### src/centered_fir_edge_clamp_unit_assert.svh
// Assertion macros for the centred FIR unit, clocked on clock and disabled in reset.
`ifndef CENTERED_FIR_EDGE_CLAMP_UNIT_ASSERT_SVH
`define CENTERED_FIR_EDGE_CLAMP_UNIT_ASSERT_SVH
`ifndef ASSERT_OFF
`define CFEC_ASSERT_IMPL(label, ante, cons) \
   label: assert property (@(posedge clock) disable iff (reset) (ante) |-> (cons)) \
      else $error("cfec: same-cycle check failed");
`define CFEC_ASSERT_NEXT(label, ante, cons) \
   label: assert property (@(posedge clock) disable iff (reset) (ante) |=> (cons)) \
      else $error("cfec: next-cycle check failed");
`else
`define CFEC_ASSERT_IMPL(label, ante, cons)
`define CFEC_ASSERT_NEXT(label, ante, cons)
`endif
`endif

### src/cfec_pkg.sv
// Package of constants and types shared by the centred FIR unit.
`timescale 1ns / 1ps
`default_nettype none
package cfec_pkg;

   localparam int MAX_TAPS      = 7;
   localparam int SAMPLE_BITS   = 16;
   localparam int COEF_BITS     = 16;
   localparam int COEF_FRAC     = 14;
   localparam int TAP_CNT_BITS  = $clog2(MAX_TAPS + 1);
   localparam int TAP_IDX_BITS  = (MAX_TAPS > 1) ? $clog2(MAX_TAPS) : 1;
   localparam int CSR_IDX_BITS  = $clog2(MAX_TAPS + 1);
   localparam int CSR_DATA_BITS = COEF_BITS;
   localparam int PROD_BITS     = SAMPLE_BITS + COEF_BITS;
   localparam int ACC_BITS      = PROD_BITS + $clog2(MAX_TAPS + 1);
   localparam int SEEN_SAT      = MAX_TAPS;

   // Register indexes of the configuration port.
   localparam logic [CSR_IDX_BITS-1:0] REG_TAP_COUNT = CSR_IDX_BITS'(0);
   localparam int                      REG_COEF_BASE = 1;

   typedef enum logic [1:0] {
      ST_IDLE,
      ST_MAC,
      ST_DRAIN,
      ST_FINISH
   } state_type;

   typedef struct packed {
      logic clear;
      logic mul_en;
   } mac_ctrl_type;

endpackage
`default_nettype wire

### src/cfec_history.sv
// Sample history line with edge clamping and an indexed read port.
`timescale 1ns / 1ps
`default_nettype none
module cfec_history (
   input  wire                                    clock,
   input  wire                                    load,
   input  wire                                    fill,
   input  wire  signed [cfec_pkg::SAMPLE_BITS-1:0] sample,
   input  wire         [cfec_pkg::TAP_IDX_BITS-1:0] rd_idx,
   output logic signed [cfec_pkg::SAMPLE_BITS-1:0] rd_data
);
   import cfec_pkg::*;

   logic signed [SAMPLE_BITS-1:0] hist_ff [MAX_TAPS];
   logic signed [SAMPLE_BITS-1:0] hist_in [MAX_TAPS];

   // A new signal floods the whole line with its first sample, so older
   // taps read the start value without any extra selection.
   always_comb begin
      hist_in[0] = sample;
      for (int k = 1; k < MAX_TAPS; k++) begin
         hist_in[k] = fill ? sample : hist_ff[k-1];
      end
   end

   always_ff @(posedge clock) begin
      if (load) begin
         hist_ff <= hist_in;
      end
   end

   assign rd_data = hist_ff[rd_idx];

endmodule
`default_nettype wire

### src/cfec_mac.sv
// Shared multiply-accumulate unit with Q2.14 rounding and saturation.
`timescale 1ns / 1ps
`default_nettype none
module cfec_mac (
   input  wire                                     clock,
   input  wire                                     reset,
   input  cfec_pkg::mac_ctrl_type                  ctrl,
   input  wire  signed [cfec_pkg::SAMPLE_BITS-1:0] sample,
   input  wire  signed [cfec_pkg::COEF_BITS-1:0]   coef,
   output logic signed [cfec_pkg::SAMPLE_BITS-1:0] result
);
   import cfec_pkg::*;

   localparam int RND_BITS = ACC_BITS + 1;
   localparam int Q_BITS   = RND_BITS - COEF_FRAC;

   localparam logic signed [Q_BITS-1:0] SAT_MAX = Q_BITS'((2 ** (SAMPLE_BITS - 1)) - 1);
   localparam logic signed [Q_BITS-1:0] SAT_MIN = -SAT_MAX - Q_BITS'(1);
   localparam logic signed [RND_BITS-1:0] HALF  = RND_BITS'(2 ** (COEF_FRAC - 1));

   logic signed [PROD_BITS-1:0] prod_ff, prod_in;
   logic                        prod_vld_ff, prod_vld_in;
   logic signed [ACC_BITS-1:0]  acc_ff, acc_in;
   logic signed [RND_BITS-1:0]  rnd;
   logic signed [Q_BITS-1:0]    quot;

   assign prod_in     = sample * coef;
   assign prod_vld_in = ctrl.mul_en;

   always_comb begin
      if (ctrl.clear) begin
         acc_in = '0;
      end else if (prod_vld_ff) begin
         acc_in = acc_ff + ACC_BITS'(prod_ff);
      end else begin
         acc_in = acc_ff;
      end
   end

   always_ff @(posedge clock) begin
      if (reset) begin
         prod_vld_ff <= 1'b0;
      end else begin
         prod_vld_ff <= prod_vld_in;
      end
   end

   always_ff @(posedge clock) begin
      if (ctrl.mul_en) begin
         prod_ff <= prod_in;
      end
      acc_ff <= acc_in;
   end

   // Round half up, then floor: an arithmetic shift does the floor.
   assign rnd  = RND_BITS'(acc_ff) + HALF;
   assign quot = Q_BITS'(rnd >>> COEF_FRAC);

   always_comb begin
      if (quot > SAT_MAX) begin
         result = SAT_MAX[SAMPLE_BITS-1:0];
      end else if (quot < SAT_MIN) begin
         result = SAT_MIN[SAMPLE_BITS-1:0];
      end else begin
         result = quot[SAMPLE_BITS-1:0];
      end
   end

endmodule
`default_nettype wire

### src/centered_fir_edge_clamp_unit.sv
// Top level of the centred FIR filter with edge clamping.
`timescale 1ns / 1ps
`default_nettype none
// This block filters a stream of signed samples with a centred FIR kernel of
// one to seven taps, held in Q2.14 coefficient registers with a tap count.
// Before a signal's start the history is taken as the first sample, and a
// result is produced only once the sample index reaches the centring shift,
// (taps-1)/2, so the first few beats of a signal may give no result. A beat
// flagged first_sample, the first beat after reset and the beat after one
// flagged last_sample each begin a new signal. One multiplier is shared over
// all taps: from its acceptance to the earliest acceptance of the next beat,
// an item passes through the idle state in which it is accepted, a multiply
// state for each tap, a drain state for the product register and a final
// state that rounds and saturates. The result waits in an output register;
// if the previous result is not yet taken, the unit holds in its final state
// until that register frees. The user must write configuration only while the
// unit is idle, not enforced by the block; it applies from the next beat.
module centered_fir_edge_clamp_unit (
   input  wire                                     clock,
   input  wire                                     reset,
   input  wire                                     req_valid,
   output logic                                    req_ready,
   input  wire  signed [cfec_pkg::SAMPLE_BITS-1:0] req_sample,
   input  wire                                     req_first_sample,
   input  wire                                     req_last_sample,
   output logic                                    rsp_valid,
   input  wire                                     rsp_ready,
   output logic signed [cfec_pkg::SAMPLE_BITS-1:0] rsp_filtered,
   output logic                                    rsp_end_of_signal,
   input  wire                                     csr_we,
   input  wire         [cfec_pkg::CSR_IDX_BITS-1:0]  csr_index,
   input  wire         [cfec_pkg::CSR_DATA_BITS-1:0] csr_wdata
);
   import cfec_pkg::*;

   // Configuration registers.
   logic        [TAP_CNT_BITS-1:0] tap_count_ff;
   logic signed [COEF_BITS-1:0]    coef_ff [MAX_TAPS];

   // Sequencer state.
   state_type                  state_ff, state_in;
   logic [TAP_IDX_BITS-1:0]    tap_idx_ff, tap_idx_in;
   logic [TAP_CNT_BITS-1:0]    seen_ff, seen_in;
   logic                       emit_ff, emit_in;
   logic                       last_ff, last_in;

   // Output register.
   logic                       rsp_valid_ff, rsp_valid_in;
   logic signed [SAMPLE_BITS-1:0] rsp_filtered_ff;
   logic                       rsp_end_ff;

   logic                       accept;
   logic                       fill;
   logic [TAP_CNT_BITS-1:0]    taps_eff;
   logic [TAP_CNT_BITS-1:0]    shift;
   logic [TAP_IDX_BITS-1:0]    tap_last;
   logic [TAP_CNT_BITS-1:0]    cur_idx;
   logic                       out_free;
   logic                       out_load;
   logic                       tap_step;
   mac_ctrl_type               mac_ctrl;
   logic signed [SAMPLE_BITS-1:0] hist_data;
   logic signed [SAMPLE_BITS-1:0] mac_result;

   // Configuration writes. Tap count zero acts as one tap, and a count
   // above the kernel length acts as the full kernel.
   always_ff @(posedge clock) begin
      if (reset) begin
         tap_count_ff <= TAP_CNT_BITS'(1);
         for (int k = 0; k < MAX_TAPS; k++) begin
            coef_ff[k] <= (k == 0) ? COEF_BITS'(2 ** COEF_FRAC) : '0;
         end
      end else if (csr_we) begin
         if (csr_index == REG_TAP_COUNT) begin
            tap_count_ff <= csr_wdata[TAP_CNT_BITS-1:0];
         end
         for (int k = 0; k < MAX_TAPS; k++) begin
            if (csr_index == CSR_IDX_BITS'(k + REG_COEF_BASE)) begin
               coef_ff[k] <= csr_wdata[COEF_BITS-1:0];
            end
         end
      end
   end

   always_comb begin
      if (tap_count_ff == '0) begin
         taps_eff = TAP_CNT_BITS'(1);
      end else if (tap_count_ff > TAP_CNT_BITS'(MAX_TAPS)) begin
         taps_eff = TAP_CNT_BITS'(MAX_TAPS);
      end else begin
         taps_eff = tap_count_ff;
      end
   end

   assign shift    = (taps_eff - TAP_CNT_BITS'(1)) >> 1;
   assign tap_last = TAP_IDX_BITS'(taps_eff - TAP_CNT_BITS'(1));

   // A beat opens a new signal on its flag, or when nothing has been seen
   // since reset or since the previous signal's last beat.
   assign accept  = req_valid && req_ready;
   assign fill    = req_first_sample || (seen_ff == '0);
   assign cur_idx = fill ? '0 : seen_ff;

   always_comb begin
      seen_in = seen_ff;
      emit_in = emit_ff;
      last_in = last_ff;
      if (accept) begin
         emit_in = (cur_idx >= shift);
         last_in = req_last_sample;
         if (req_last_sample) begin
            seen_in = '0;
         end else if (cur_idx < TAP_CNT_BITS'(SEEN_SAT)) begin
            seen_in = cur_idx + TAP_CNT_BITS'(1);
         end else begin
            seen_in = cur_idx;
         end
      end
   end

   assign out_free = !rsp_valid_ff || rsp_ready;

   // Next-state logic of the sequencer.
   always_comb begin
      state_in = state_ff;
      case (state_ff)
         ST_IDLE: begin
            if (req_valid) begin
               state_in = ST_MAC;
            end
         end
         ST_MAC: begin
            if (tap_idx_ff == tap_last) begin
               state_in = ST_DRAIN;
            end
         end
         ST_DRAIN: begin
            state_in = ST_FINISH;
         end
         ST_FINISH: begin
            if (!emit_ff || out_free) begin
               state_in = ST_IDLE;
            end
         end
         default: begin
            state_in = ST_IDLE;
         end
      endcase
   end

   // Output logic of the sequencer.
   always_comb begin
      req_ready       = 1'b0;
      mac_ctrl.clear  = 1'b0;
      mac_ctrl.mul_en = 1'b0;
      tap_step        = 1'b0;
      out_load        = 1'b0;
      case (state_ff)
         ST_IDLE: begin
            req_ready      = 1'b1;
            mac_ctrl.clear = req_valid;
         end
         ST_MAC: begin
            mac_ctrl.mul_en = 1'b1;
            tap_step        = 1'b1;
         end
         ST_DRAIN: begin
         end
         ST_FINISH: begin
            out_load = emit_ff && out_free;
         end
         default: begin
         end
      endcase
   end

   // The counter returns to tap zero after the last tap, so it never points
   // past the kernel.
   always_comb begin
      if (accept) begin
         tap_idx_in = '0;
      end else if (tap_step) begin
         tap_idx_in = (tap_idx_ff == tap_last) ? '0 : tap_idx_ff + TAP_IDX_BITS'(1);
      end else begin
         tap_idx_in = tap_idx_ff;
      end
   end

   always_comb begin
      if (out_load) begin
         rsp_valid_in = 1'b1;
      end else if (rsp_ready) begin
         rsp_valid_in = 1'b0;
      end else begin
         rsp_valid_in = rsp_valid_ff;
      end
   end

   always_ff @(posedge clock) begin
      if (reset) begin
         state_ff     <= ST_IDLE;
         tap_idx_ff   <= '0;
         seen_ff      <= '0;
         emit_ff      <= 1'b0;
         last_ff      <= 1'b0;
         rsp_valid_ff <= 1'b0;
      end else begin
         state_ff     <= state_in;
         tap_idx_ff   <= tap_idx_in;
         seen_ff      <= seen_in;
         emit_ff      <= emit_in;
         last_ff      <= last_in;
         rsp_valid_ff <= rsp_valid_in;
      end
   end

   always_ff @(posedge clock) begin
      if (out_load) begin
         rsp_filtered_ff <= mac_result;
         rsp_end_ff      <= last_ff;
      end
   end

   cfec_history u_history (
      .clock   (clock),
      .load    (accept),
      .fill    (fill),
      .sample  (req_sample),
      .rd_idx  (tap_idx_ff),
      .rd_data (hist_data)
   );

   cfec_mac u_mac (
      .clock  (clock),
      .reset  (reset),
      .ctrl   (mac_ctrl),
      .sample (hist_data),
      .coef   (coef_ff[tap_idx_ff]),
      .result (mac_result)
   );

   assign rsp_valid         = rsp_valid_ff;
   assign rsp_filtered      = rsp_filtered_ff;
   assign rsp_end_of_signal = rsp_end_ff;

   // The tap counter never runs past the last tap in use.
   // An accepted beat always starts the multiply pass at tap zero.
   // A result appears only from the final step of an item that emits one.
`include "centered_fir_edge_clamp_unit_assert.svh"
   `CFEC_ASSERT_IMPL(tap_idx_in_range_a, state_ff == ST_MAC, tap_idx_ff <= tap_last)
   `CFEC_ASSERT_NEXT(accept_starts_mac_a, req_valid && req_ready,
                     state_ff == ST_MAC && tap_idx_ff == '0)
   `CFEC_ASSERT_IMPL(result_from_finish_a, $rose(rsp_valid_ff),
                     $past(state_ff == ST_FINISH && emit_ff))

endmodule
`default_nettype wire
### config.mk
export PLATFORM = sky130hd
export DESIGN_NAME = centered_fir_edge_clamp_unit
export DESIGN_NICKNAME = d
export VERILOG_FILES = /design/src/cfec_pkg.sv /design/src/cfec_history.sv /design/src/cfec_mac.sv /design/src/centered_fir_edge_clamp_unit.sv
export VERILOG_INCLUDE_DIRS = /design/src /design/src/src
export SDC_FILE = /design/constraint.sdc
export NUM_CORES = 1
export LEC_CHECK = 0
export BUFFER_PORTS_ARGS = -buffer_cell sky130_fd_sc_hd__buf_2
export CAP_MARGIN = 0
export CORE_MARGIN = 2
export CORE_UTILIZATION = 23
export CTS_CLUSTER_SIZE = 28
export DETAILED_ROUTE_END_ITERATION = 7
export SLEW_MARGIN = 20
export SYNTH_ARGS = -nofsm -noshare
export SYNTH_HDL_FRONTEND = slang
export SYNTH_SLANG_ARGS = --single-unit
export TNS_END_PERCENT = 5
### constraint.sdc
create_clock -name clock -period 7.1 [get_ports clock]
set_clock_uncertainty 0.15 [all_clocks]
set_input_delay 1.42 -clock clock [delete_from_list [all_inputs] [get_ports clock]]
set_output_delay 1.42 -clock clock [all_outputs]
set_load 0.005 [all_outputs]
==> reports/results.tsv <==
metric	value	unit
cp-end-kind	flip-flop	
ant_nets	0	
worst_path_max_delay_cell	fa_1	
arrival	7260	ps
cts.sinks	326	
floorplan.initialDensity	23.17	%
remaining_drc_errors	0	
clk-insertion-delay-late	590	ps
slowest_delay	590	ps
setup_viol	0	
slew_violations	0	
post-route-cell-area	31130	um2
wire_per_inst	15.14	um
gr-total-overflow	0	
rows	122	
hold_path_depth	0	
grt_pass1_wl	102500	um
path_buf_inv	10	
cts_buffer_depth	3	
cts_buffers	36	
firstDrtPassIters	8	
criticalPathCategory	reg -> reg	
cts_tree	built	
start_kind	flip-flop	
ys_dominant_reg_cell	edfxtp_1	
cp_max_fo	8	
drt_wl_total	63830	um
cp.required	7280	ps
dieWidth	337.7	um
syn_to_final_growth	21.53	%
htree_levels	2	
port_buffers	60	
routed_via_density	4.266	
ys_types	69	
yosysWarnings	0	
coreArea	110500	um2
cap_violations	0	
worstHoldStart	last_ff	
timing.final.crit_period	7085	ps
io_pins	61	
critPathTopFamily	adder cells	
grt_max_degree	86	
clkTransAtPathRegs	60	ps
postSynth.asyncResetShare	0	%
hpwl	49220	um
syn_avg_cell_area	10.43	um2
outcome	complete, no violations	
ff2ff_path_depth	26	
die_h	337.7	um
synth-edff-count	273	
nets	3132	
antenna_found_initial	3	
grtUsageTotal	11.35	%
grt_pass1_vias	18630	
root_buffer	clkbuf_16	
place.gp.congestion	0.9229	
rr_endpoint	u_mac.prod_ff[30]	
synth_seq_cells	326	
slew_headroom	30.26	%
syn-cell-area	25610	um2
dr.first_iter.drc_count	1114	
syn-num-nets	2887	
vias	17980	
dieArea	114000	um2
hold_path_end	rsp_end_of_signal	
holdBufCountCts	0	
final_util	28.17	%
drive_gt1_share	18.67	%
timing.final.hold_violations	0	
hold_path.class	reg -> reg	
whs	289.5	ps
fmax	0.1411	GHz
rsz0062_at_grt	true	
r2r_slack	20	ps
post-route-period-util	99.79	%
detailed_place.area	29330	um2
worst_pin_slew	1046	ps
synthCells	2456	
yosysSeqAreaShare	36.15	%
how the worst max path moves through the flow:
stage | from | cells past startpoint | to
6_report | flip-flop | 26 | u_mac.prod_ff[30]
5_1_grt | tap_idx_ff[0] | 28 | u_mac.prod_ff[31]
4_1_cts | tap_idx_ff[0] | 25 | u_mac.prod_ff[30]
3_5_place_dp | tap_idx_ff[0] | 27 | u_mac.prod_ff[31]
3_3_place_gp | tap_idx_ff[0] | 27 | u_mac.prod_ff[31]
2_1_floorplan | flip-flop | 26 | u_mac.prod_ff[31]
sequential cells by signal, summed over array words and instances (netlist names), named ones only:
| register | count |
|---|---|
| state_ff | 2 |
| emit_ff | 1 |
| tap_count_ff | 3 |
| coef_ff | 112 |
| rsp_end_of_signal | 1 |
| rsp_valid | 1 |
| rsp_filtered | 16 |
| seen_ff | 3 |
| tap_idx_ff | 3 |
| u_mac.prod_ff | 32 |
| u_history.hist_ff | 112 |
| last_ff | 1 |
| u_mac.prod_vld_ff | 1 |
| u_mac.acc_ff | 35 |
cell usage in the layout (no fill, tap or decap), types with 9 or more instances in the layout:
| master | synthesis | routed |
|---|---|---|
| nand4_1 | 10 | 10 |
| nand2b_1 | 47 | 47 |
| clkbuf_16 | 0 | 36 |
| mux2i_1 | 64 | 58 |
| nand3_1 | 31 | 29 |
| o21a_1 | 14 | 14 |
| nor2b_1 | 31 | 29 |
| dfxtp_1 | 53 | 48 |
| a21oi_2 | 1 | 14 |
| a21oi_1 | 100 | 82 |
| fa_1 | 263 | 258 |
| buf_6 | 2 | 11 |
| nor3_1 | 20 | 19 |
| clkbuf_1 | 67 | 9 |
| a211oi_1 | 15 | 12 |
| xor2_1 | 31 | 31 |
| xnor2_1 | 48 | 48 |
| mux4_2 | 32 | 32 |
| nand2_1 | 187 | 183 |
| a21o_1 | 125 | 122 |
| nor2_2 | 0 | 9 |
| edfxtp_1 | 273 | 273 |
| nor2_1 | 331 | 316 |
| a31oi_1 | 11 | 10 |
| o21ai_0 | 74 | 62 |
| inv_1 | 370 | 362 |
| buf_12 | 0 | 14 |
| buf_2 | 9 | 60 |
| buf_4 | 0 | 219 |
| ha_1 | 126 | 118 |
cell type report:
cell class                      count  area, um2
Antenna cell                        1      2.502
Clock buffer                       46      948.4
Clock inverter                     17      187.7
Fill cell                       11600      79390
Inverter                          370       1401
Multi-Input combinational cell   1661      15080
Sequential cell                   326       9270
Tap cell                         1488       1862
Timing Repair Buffer              306       2379
worst reg2reg max path: stages (launching register included):
cell and delay (ps):
dfxtp_4 370, buf_12 140, buf_4 120, mux4_2 490, mux2i_2 180, buf_6 170
inv_1 90, buf_4 140, buf_4 150, nand2_1 90, fa_1 420, fa_1 470
fa_1 590, fa_1 460, fa_1 520, fa_1 540, inv_1 40, ha_1 300
buf_4 150, buf_4 140, a21oi_4 140, o31ai_4 100, buf_4 150, nor3b_4 150
a2111oi_4 290, a21oi_1 120, xor2_1 180
logic make-up after synthesis:
family | share of synthesized area [%]
mux | 5.359
simple gates | 11.92
xor+xnor | 2.702
buf+inv | 7.098
fa+ha+maj | 26.71
flops | 36.15
compound gates | 10.05
layer usage:
metal,vias to the layer above,track usage (%),share of wire [%]
li1,8627,-,-
met2,437,18.43,46
met3,104,1.990,5.2
met1,8809,15.21,46
met5,-,0,0.052
met4,4,3.830,3.0
repair_timing:
item / in CTS / in global routing
hold endpoints to repair: 0 / 0
resized for setup: 68 / 43
pin swaps: 34 / 44
setup buffers: 11 / 11
endpoints found under the setup margin: 12 / 11
stage by stage:
| stage | setup TNS, ps | worst slack [ps] | cells |
|---|---|---|---|
| finish | 0 | 15.01 | 4215 |
| global route | -1130 | -218.6 | 4214 |
| CTS | -4.567 | -4.567 | 4203 |
| detailed placement | -2635 | -448.3 | 4130 |
| global placement | -1965 | -382.0 | 4130 |
| floorplan | 0 | 0.8917 | 2456 |
Yosys cell counts (all sizes together), types with 4 or more instances:
master / number / area share, %
nand4: 10 / 0.24
o31ai: 6 / 0.20
and2: 11 / 0.28
inv: 370 / 5.4
o21a: 14 / 0.41
clkbuf: 71 / 1.2
xor2: 31 / 1.1
xnor2: 48 / 1.6
a21oi: 101 / 2.0
edfxtp: 273 / 32
nor2b: 31 / 0.76
nand3: 31 / 0.61
fa: 263 / 21
ha: 126 / 6.2
nand2: 187 / 2.7
mux4: 32 / 2.8
a31oi: 11 / 0.27
o21ai: 75 / 1.5
nor4: 5 / 0.12
a21boi: 4 / 0.12
o211ai: 8 / 0.25
nor2: 331 / 4.9
a211o: 4 / 0.14
and3: 7 / 0.18
nand2b: 47 / 1.1
mux2i: 64 / 2.5
a21o: 126 / 3.7
dfxtp: 53 / 4.1
o21bai: 8 / 0.23
or2: 8 / 0.20
a211oi: 15 / 0.44
buf: 28 / 0.51
nor3: 23 / 0.51
Power is left out: the tool's default activity adds up to more than one toggle a clock period on the data nets, which glitch-free logic cannot reach.
